**src/rtl/tpff_qmul.sv**
```systemverilog
// fixed point multiply with rounding to nearest and saturation, registered
module tpff_qmul #(
  parameter int AW         = 32,
  parameter int BW         = 32,
  parameter int DATA_WIDTH = 32,
  parameter int FRAC_BITS  = 24
) (
  input  logic                         clk,
  input  logic                         en,
  input  logic signed [AW-1:0]         a,
  input  logic signed [BW-1:0]         b,
  output logic signed [DATA_WIDTH-1:0] y
);

  localparam int PW = AW + BW + 1;
  localparam logic [PW-1:0] HALF = PW'(1) << (FRAC_BITS - 1);
  localparam logic [PW-1:0] MAXV = (PW'(1) << (DATA_WIDTH - 1)) - PW'(1);
  localparam logic [DATA_WIDTH-1:0] MAXD = {1'b0, {(DATA_WIDTH-1){1'b1}}};
  localparam logic [DATA_WIDTH-1:0] MIND = {1'b1, {(DATA_WIDTH-1){1'b0}}};

  logic [AW-1:0]             ma;
  logic [BW-1:0]             mb;
  logic [AW+BW-1:0]          prod;
  logic [PW-1:0]             rnd;
  logic [PW-1:0]             sh;
  logic                      neg;
  logic [DATA_WIDTH-1:0]     y_next;

  always_comb begin
    ma   = a[AW-1] ? unsigned'(-a) : unsigned'(a);
    mb   = b[BW-1] ? unsigned'(-b) : unsigned'(b);
    prod = ma * mb;
    rnd  = {1'b0, prod} + HALF;
    sh   = rnd >> FRAC_BITS;
    neg  = a[AW-1] ^ b[BW-1];
    if (sh > MAXV) begin
      y_next = neg ? MIND : MAXD;
    end else begin
      y_next = neg ? -sh[DATA_WIDTH-1:0] : sh[DATA_WIDTH-1:0];
    end
  end

  always_ff @(posedge clk) begin
    if (en) begin
      y <= y_next;
    end
  end

endmodule

```
**config.mk**
```make
export PLATFORM = sky130hd
export DESIGN_NAME = tpff_qmul
export DESIGN_NICKNAME = d
export VERILOG_FILES = /design/src/rtl/tpff_qmul.sv
export SDC_FILE = /design/constraint.sdc
export NUM_CORES = 2
export LEC_CHECK = 0
export BUFFER_PORTS_ARGS = -buffer_cell sky130_fd_sc_hd__buf_4
export CAP_MARGIN = 20
export CORE_MARGIN = 8
export CORE_UTILIZATION = 40
export DETAILED_ROUTE_END_ITERATION = 12
export SETUP_SLACK_MARGIN = 0.4
export SKIP_CTS_REPAIR_TIMING = 1
export SYNTH_ARGS = -nofsm -noshare
export SYNTH_HDL_FRONTEND = slang
export SYNTH_SLANG_ARGS = --single-unit
```
**constraint.sdc**
```tcl
create_clock -name clk -period 11.8 [get_ports clk]
set_input_delay 1.18 -clock clk [delete_from_list [all_inputs] [get_ports clk]]
set_output_delay 1.18 -clock clk [all_outputs]
set_load 0.05 [all_outputs]
```
==> impl_metrics.csv <==
group,metric,value,unit
grt,grt_overflow,0,
timing,tns,-2260,ps
floorplanning,initial_core_util,0.402,
synthesis,synth_mux_area_frac,0.00541,
synthesis,synthTopCellsByCount,"925 x inv_1, 898 x fa_1, 669 x nor2_1",
grt,grt_max_degree,50,
drt,drc,0,
synthesis,ys_async_sr_fraction,0,
synthesis,syn_inst,4313,
floorplanning,dieArea,102000,sq um
drt,drt-met1-wl,51400,um
worst_hold_path,min_delay_path_depth,1,
status,status,"finished with violations",
synthesis,syn_area,36800,sq um
synthesis,synthSimpleGateAreaFrac,0.164,
worst_hold_path,hold_end,"y[31]",
drt,antenna_left,0,
worst_hold_path,min_path_type,"in -> reg",
drt,dr.first_iter.drc_count,2313,
floorplanning,die-width,319,um
drt,wl_per_cell,20.8,um
synthesis,yosysTopAreaCell,"fa_1",
final_layout,final_cell_count_no_fill,5983,
drt,top_layer,"met5",
synthesis,synth_fa_ha_area_frac,0.589,
floorplanning,dieHeight,319,um
clock_network,clkTransAtPathRegs,50,ps
timing,drv_slew,0,
placed_design,routabilityCongestion,0.961,
clock_network,htree_num_levels,2,
setup_path,cp-end-kind,"register",
final_layout,fillers,8822,
synthesis,synth_warnings,0,
synthesis,syn-num-nets,5571,
timing,finalCritPeriodShare,1.01,
synthesis,synth.most_common_cell,"inv_1",
final_layout,layout-drive-gt1-share,0.188,
timing,fin_ws,-149,ps
timing,worst_pin_slew,1230,ps
timing,finalSetupViolCount,26,
final_layout,multi_input_area,32800,sq um
grt,grt_pass1_wl,194000,um
synthesis,synth_xor_xnor_area_share,0.0331,
final_layout,fin_nets,6053,
synthesis,yosysSeqAreaShare,0.0261,
timing,clock.fmax,0.0837,GHz
clock_network,cts_tree,"yes",
synthesis,synth_ff_type,"edfxtp_1",
worst_hold_path,min-delay-start,"en",
floorplanning,core_area,91400,sq um
final_layout,area_growth,20.4,%
synthesis,synth_edf_count,32,
timing,rsz0062_at_grt,"yes",
status,violations,"negative setup slack",
setup_path,cp.required,11820,ps
synthesis,synth_top_cell_area_share,0.489,
placed_design,place_inst,5935,
final_layout,reg_top3,"y: 32 flops",
setup_path,crit_top_cell,"fa_1",
final_layout,largest_reg_flops,32,
final_layout,area.sequential,961,sq um
final_layout,top_register,"y",
synthesis,avgSynthCellArea,8.53,sq um
floorplanning,pin_count,98,
clock_network,numCtsBuffers,5,
grt,grt.total_usage,0.243,
drt,firstDrtPassIters,6,
synthesis,synth.distinct_cells,84,
setup_path,crit_fanout,12,
setup_path,cp-start-kind,"primary input",
synthesis,synth_compound_area_frac,0.0664,
drt,wl,125000,um
synthesis,synth_area_leaders,"fa_1 49%, ha_1 10%, inv_1 9.4%, nor2_1 6.8%, nand2_1 5.4%",
drt,wl_met3,9190,um
floorplanning,rows,111,
drt,drt-vias-per-instance,5.32,
setup_path,slowest_stage,"or4_4",
drt,route.met2.wl,58400,um
synthesis,ys_ff_latch,32,
timing,hold_violations,0,
placed_design,portBuffers,97,
grt,antenna_found_initial,1,
clock_network,clockBufferDepth,2,
placed_design,hpwl,108000,um
drt,vias,31800,
setup_path,max_stage_delay,550,ps
timing,relSlewSlack,0.176,
grt,grt_pass1_vias,33100,
synthesis,synth_top_family_by_area,"adder cells",
timing,period_minus_slack,11950,ps
setup_path,arrival,11970,ps
flow_run,drv_cap,0,
final_layout,final_util,0.485,
clock_network,clock-sinks,32,
clock_network,cts-root-buf,"clkbuf_16",
setup_path,critPathKind,"in -> reg",
[routing by layer]
metal | vias up | global-route usage
met1 | 16300 | 0.329
li1 | 14000 | -
met2 | 1252 | 0.400
met3 | 237 | 0.0308
met4 | 2 | 0.0912
met5 | - | 0
[cell families after synthesis]
group                    count (synthesis)
flip-flops                              32
XOR/XNOR                               139
adder cells (fa/ha/maj)               1192
AO/OA/AOI/OAI                          374
AND/OR/NAND/NOR                       1433
buffers and inverters                 1126
multiplexers                            17
[cell usage in the layout (no fill, tap or decap), drive strengths merged, types with 10 or more instances in the layout]
cell type,instances
o211ai,14
buf,672
inv,925
o31ai,18
nand3,27
o21a,13
or4,26
nand2,526
nor3,40
o21ai,94
fa,898
o21bai,12
nor2,669
a21oi,97
edfxtp,32
nor4,22
or2,15
xnor2,76
o41ai,11
nand2b,10
ha,294
a21o,31
clkbuf,11
a211oi,15
xor2,63
and2,19
nand4,38
mux2i,14
[metrics by stage]
| stage | hold WS, ps | setup slack, ps | instance area (sq um) |
|---|---|---|---|
| after floorplan | 1290 | 274 | 37100 |
| after global placement | 1660 | -609 | 43000 |
| after detailed placement | 1670 | -636 | 43000 |
| after CTS | 1380 | -390 | 43200 |
| after global routing | 1400 | -584 | 44300 |
| final | 1370 | -149 | 44300 |
[critical path: cells and delay by family]
family | cells | cell delay (ps)
XOR/XNOR | 1 | 180
adder cells (fa/ha/maj) | 9 | 4200
AND/OR/NAND/NOR | 11 | 3270
AO/OA/AOI/OAI | 7 | 1410
buffers and inverters | 14 | 1690
[cell type report]
| type | instances | share of cell area |
|---|---|---|
| antenna | 1 | 0.0000565 |
| clock buffer | 7 | 0.00300 |
| clock inverter | 1 | 0.0000848 |
| inverter | 925 | 0.0784 |
| multi-input combinational | 3155 | 0.740 |
| sequential | 32 | 0.0217 |
| tap | 1186 | 0.0335 |
| timing repair buffer | 676 | 0.123 |
[worst max-delay path by stage]
stage	startpoint	endpoint	cells after the start
floorplan	a[4]	y[29]	39
global placement	a[4]	y[3]	39
detailed placement	a[4]	y[6]	39
CTS	a[4]	y[6]	39
global route	a[4]	y[29]	41
finish	a[4]	y[1]	42
Power is not shown: default switching activity piles up to over one toggle a cycle in this logic, so the estimate is an artifact.
