File: config.mk
export PLATFORM = sky130hd
export DESIGN_NAME = tpff_div
export DESIGN_NICKNAME = d
export VERILOG_FILES = /design/src/rtl/tpff_div.sv
export SDC_FILE = /design/constraint.sdc
export NUM_CORES = 2
export LEC_CHECK = 0
export BUFFER_PORTS_ARGS = -buffer_cell sky130_fd_sc_hd__buf_2
export CAP_MARGIN = 20
export CORE_MARGIN = 2
export CORE_UTILIZATION = 55
export DETAILED_ROUTE_END_ITERATION = 6
export PLACE_DENSITY_LB_ADDON = 0.25
export SYNTH_ARGS = -nofsm -noshare
export SYNTH_HDL_FRONTEND = slang
export SYNTH_MEMORY_MAX_BITS = 65536
export SYNTH_SLANG_ARGS = --single-unit
File: constraint.sdc
create_clock -name clk -period 9.1 [get_ports clk]
set_input_delay 1.365 -clock clk [delete_from_list [all_inputs] [get_ports clk]]
set_output_delay 1.365 -clock clk [all_outputs]
set_load 0.05 [all_outputs]
File: src/rtl/tpff_div.sv
// pipelined restoring divider, one quotient bit per stage, rounded and saturated
module tpff_div #(
  parameter int DATA_WIDTH = 32,
  parameter int FRAC_BITS  = 24,
  parameter int SIDE_W     = 1
) (
  input  logic                         clk,
  input  logic                         rst,
  input  logic                         en,
  input  logic                         in_valid,
  input  logic signed [DATA_WIDTH-1:0] num,
  input  logic signed [DATA_WIDTH-1:0] den,
  input  logic [SIDE_W-1:0]            side_in,
  output logic                         out_valid,
  output logic signed [DATA_WIDTH-1:0] quo,
  output logic [SIDE_W-1:0]            side_out
);

  localparam int DW = DATA_WIDTH;
  localparam int HW = FRAC_BITS + 1;
  localparam int NW = DW + HW;
  localparam int CW = (HW > DW) ? HW : DW;
  localparam logic [DW-1:0] MAXD = {1'b0, {(DW-1){1'b1}}};
  localparam logic [DW-1:0] MIND = {1'b1, {(DW-1){1'b0}}};

  logic              v_s    [DW+1];
  logic              neg_s  [DW+1];
  logic              ovf_s  [DW+1];
  logic [DW-1:0]     rem_s  [DW+1];
  logic [DW-1:0]     nlo_s  [DW+1];
  logic [DW-1:0]     q_s    [DW+1];
  logic [DW-1:0]     den_s  [DW+1];
  logic [SIDE_W-1:0] side_s [DW+1];

  logic [DW-1:0] mag0;
  logic [NW-1:0] nfull;
  logic [HW-1:0] nhi;
  logic          ovf0;

  // setup: magnitude, early overflow check, top numerator bits as remainder
  always_comb begin
    mag0  = num[DW-1] ? unsigned'(-num) : unsigned'(num);
    nfull = {mag0, {HW{1'b0}}};
    nhi   = nfull[NW-1:DW];
    ovf0  = CW'(nhi) >= CW'(unsigned'(den));
  end

  always_ff @(posedge clk) begin
    if (rst) begin
      v_s[0] <= 1'b0;
    end else if (en) begin
      v_s[0] <= in_valid;
    end
  end

  always_ff @(posedge clk) begin
    if (en) begin
      neg_s[0]  <= num[DW-1];
      ovf_s[0]  <= ovf0;
      rem_s[0]  <= DW'(nhi);
      nlo_s[0]  <= nfull[DW-1:0];
      q_s[0]    <= '0;
      den_s[0]  <= unsigned'(den);
      side_s[0] <= side_in;
    end
  end

  for (genvar k = 0; k < DW; k++) begin : g_stage
    logic [DW:0]   trial;
    logic [DW:0]   diff;
    logic          ge;

    always_comb begin
      trial = {rem_s[k], nlo_s[k][DW-1]};
      diff  = trial - {1'b0, den_s[k]};
      ge    = trial >= {1'b0, den_s[k]};
    end

    always_ff @(posedge clk) begin
      if (rst) begin
        v_s[k+1] <= 1'b0;
      end else if (en) begin
        v_s[k+1] <= v_s[k];
      end
    end

    always_ff @(posedge clk) begin
      if (en) begin
        neg_s[k+1]  <= neg_s[k];
        ovf_s[k+1]  <= ovf_s[k];
        rem_s[k+1]  <= ge ? diff[DW-1:0] : trial[DW-1:0];
        nlo_s[k+1]  <= nlo_s[k] << 1;
        q_s[k+1]    <= {q_s[k][DW-2:0], ge};
        den_s[k+1]  <= den_s[k];
        side_s[k+1] <= side_s[k];
      end
    end
  end

  logic [DW:0]   rq;
  logic          sat;
  logic [DW-1:0] quo_next;

  // half-unit rounding of the doubled quotient, with saturation
  always_comb begin
    rq  = ({1'b0, q_s[DW]} + (DW+1)'(1)) >> 1;
    sat = ovf_s[DW] || (&q_s[DW]);
    if (sat) begin
      quo_next = neg_s[DW] ? MIND : MAXD;
    end else begin
      quo_next = neg_s[DW] ? -rq[DW-1:0] : rq[DW-1:0];
    end
  end

  always_ff @(posedge clk) begin
    if (rst) begin
      out_valid <= 1'b0;
    end else if (en) begin
      out_valid <= v_s[DW];
    end
  end

  always_ff @(posedge clk) begin
    if (en) begin
      quo      <= quo_next;
      side_out <= side_s[DW];
    end
  end

endmodule

==> out/results.txt <==
Worst-Margin Slew -> 1.19 ns
Avg Cell Area, Syn -> 11.6 sq um
Die H -> 524 um
CTS-repair resized insts -> 0
crit-path max FO -> 3
Rows -> 190
initial antenna violation count -> 6
global-route wire length before repair -> 522000 um
Yosys top cell by area -> edfxtp_1
Startpoint Class -> input port
leakage power -> 0.0666 uW
Post-CTS Setup Bufs -> 0
top post-synthesis cells by area -> edfxtp_1, ha_1, a21oi_1
failing checks -> DRC
Post-synth top cells -> edfxtp_1, inv_1, ha_1
sequential fraction of the synthesis area -> 55.9%
Final Util -> 60.7%
synth warn -> 0
CTS Root Cell -> clkbuf_16
Crit Path Category -> input port to flip-flop
CP required -> 9.74 ns
Initial Utilization -> 55.4%
CORE AREA -> 268000 sq um
Synth-to-Final Area Change -> 9.69%
Netlist cell types -> 95
CTS tree -> yes
Longest Clk Path Bufs -> 4
Slowest-stage cell, CP -> or4_1
DIE WIDTH -> 524 um
RSZ-0062 raised after global routing -> false
CTS buffer count -> 303
status -> finished, violations left
Critical Path Max Stage Delay -> 0.51 ns
clk_lat worst skew -> 0.90 ns
Setup Skew -> 0.0385 ns
Final GP Congestion -> 0.926
Avg WL per Cell -> 19.8 um
hpwl dp -> 246000 um
fin nets -> 14200
routed vias -> 98200
count leader, synth -> edfxtp_1
period utilisation layout -> 54.7%
die area -> 274000 sq um
Worst EP arrival -> 5.62 ns
grt total ovfl -> 0
crit-path leading delay family -> simple AND/OR/NAND/NOR gates
Hold WC Path Type -> flip-flop to flip-flop
Multi-input gate area -> 59600 sq um
input/output buffers -> 102
# setup viols final -> 0
Max-cap violations -> 0
Post-Syn Area -> 148000 sq um
Top Ports -> 103
Antenna Nets Post-Route -> 0
CTS HTree Levels -> 5
top cell type's share of synthesized area -> 55.9%
clk sink count -> 2763
share of layout cells above drive strength 1 -> 7.44%
Post-Route WL -> 333000 um
vias in the first global route -> 94800
critical-path cell list -> buf_2, nor3_1, nand2b_1, nor2_1, nand2_1, or3_1, or4_1, or3_1, or4_1, o21ai_0, xnor2_1, ha_1, a21o_1, a21o_1, a21oi_1, o21ai_0, a21oi_1, o211ai_1, o2111a_1
final hold vios -> 0
asr flop ratio synth -> 0%
drt drc -> 1
drt pass-1 iters -> 7
Worst-path clk slew -> 0.06 ns
Pwr Density -> 346 nW/um^2
Post-synth EDFFs -> 2762
mean number of vias per cell -> 5.84
worst vdd ir -> 0.182 mV
Final Max Tran Viols -> 0
Fmax -> 201 MHz
Tot GR Track Use -> 23.8%
Max transition margin -> 20.5%
layout filler cell count -> 21000
post-synthesis cell count -> 12800
sequential cell area -> 83000 sq um
min Tclk post-route -> 4.98 ns
Main synth FF type -> edfxtp_1
syn_nets -> 14000
crit end category -> flip-flop
DR iter-0 viols -> 9198
cts hold-fix bufs -> 0
WP buf/inv -> 1
Setup TNS Final -> 0 ns
largest net degree at the start of global routing -> 188
#FFs+latches synth -> 2763
## stage by stage
stage | area, sq um | power (uW) | hold WS, ns | cells | worst slack, ns
after detailed placement | 153000 | 44000 | 0.405 | 16300 | 3.25
after global routing | 163000 | 60000 | 0.407 | 16800 | 3.83
after CTS | 163000 | 56400 | 0.412 | 16800 | 4.18
after floorplan | 148000 | 37900 | 0.400 | 12800 | 3.89
final | 163000 | 56300 | 0.409 | 16800 | 4.12
after global placement | 153000 | 43400 | 0.401 | 16300 | 3.18
## logic make-up after synthesis
group	share of synthesized area, %
adders and majority gates	9.23
DFF	55.9
xor gates and xnor gates	5.22
muxes	2.36
and+or+nand+nor	9.09
buffers and inverters	4.12
AOI/OAI and AO/OA	14.1
## registers in the layout, summed over array words and instances (netlist names), 32 cells and up
signal  cells
den_s    1024
neg_s      33
ovf_s      33
q_s       528
quo        32
rem_s    1017
side_s     33
v_s        33
## layer usage
metal,global-route usage (%),vias up,wire length (um)
met5,0,-,38
met4,7.51,6,10200
met3,3.10,578,17300
met2,39.1,2742,156000
met1,33.1,47600,149000
li1,-,47300,-
## worst paths after layout
path | slack, ns | start | to | cells after the start
worst max-delay path | 4.12 | num[3] | ovf_s[0]$_DFFE_PP_ | 19
worst min-delay path | 0.41 | q_s[20][1]$_DFFE_PP_ | q_s[21][2]$_DFFE_PP_ | 0
worst max register to register | 4.27 | rem_s[0][768]$_SDFFCE_PP0P_ | rem_s[0][804]$_DFFE_PP_ | 13
worst min register to register | 0.41 | q_s[20][1]$_DFFE_PP_ | q_s[21][2]$_DFFE_PP_ | 0
## placed cells by master (no fill, tap or decap), drive strengths merged, types with 87 or more instances in the layout
| master | instances |
|---|---|
| buf | 171 |
| a21o | 553 |
| edfxtp | 2762 |
| nand2 | 918 |
| o21a | 121 |
| and2 | 87 |
| nor2 | 688 |
| ha | 1045 |
| nand4 | 159 |
| a21oi | 1023 |
| o21ai | 902 |
| clkbuf | 367 |
| clkinv | 109 |
| and3 | 112 |
| xor2 | 362 |
| nor3 | 121 |
| nor2b | 156 |
| nand2b | 181 |
| mux2 | 287 |
| nand3 | 188 |
| o21bai | 124 |
| inv | 1348 |
| a31oi | 99 |
| xnor2 | 522 |
## final cells by class
cell class	instances	area share, %
Multi-Input combinational cell	8464	36.6
Inverter	1329	3.06
Clock inverter	176	1.10
Tap cell	3552	2.73
Clock buffer	367	4.82
Antenna cell	3	0.00461
Timing Repair Buffer	171	0.767
Sequential cell	2763	50.9
## report_power, final
group	internal (uW)	switching, uW
registers	18400	1920
logic	10300	13600
clock network	7070	4970
total	35800	20500
(Power assumes the default switching activity.)
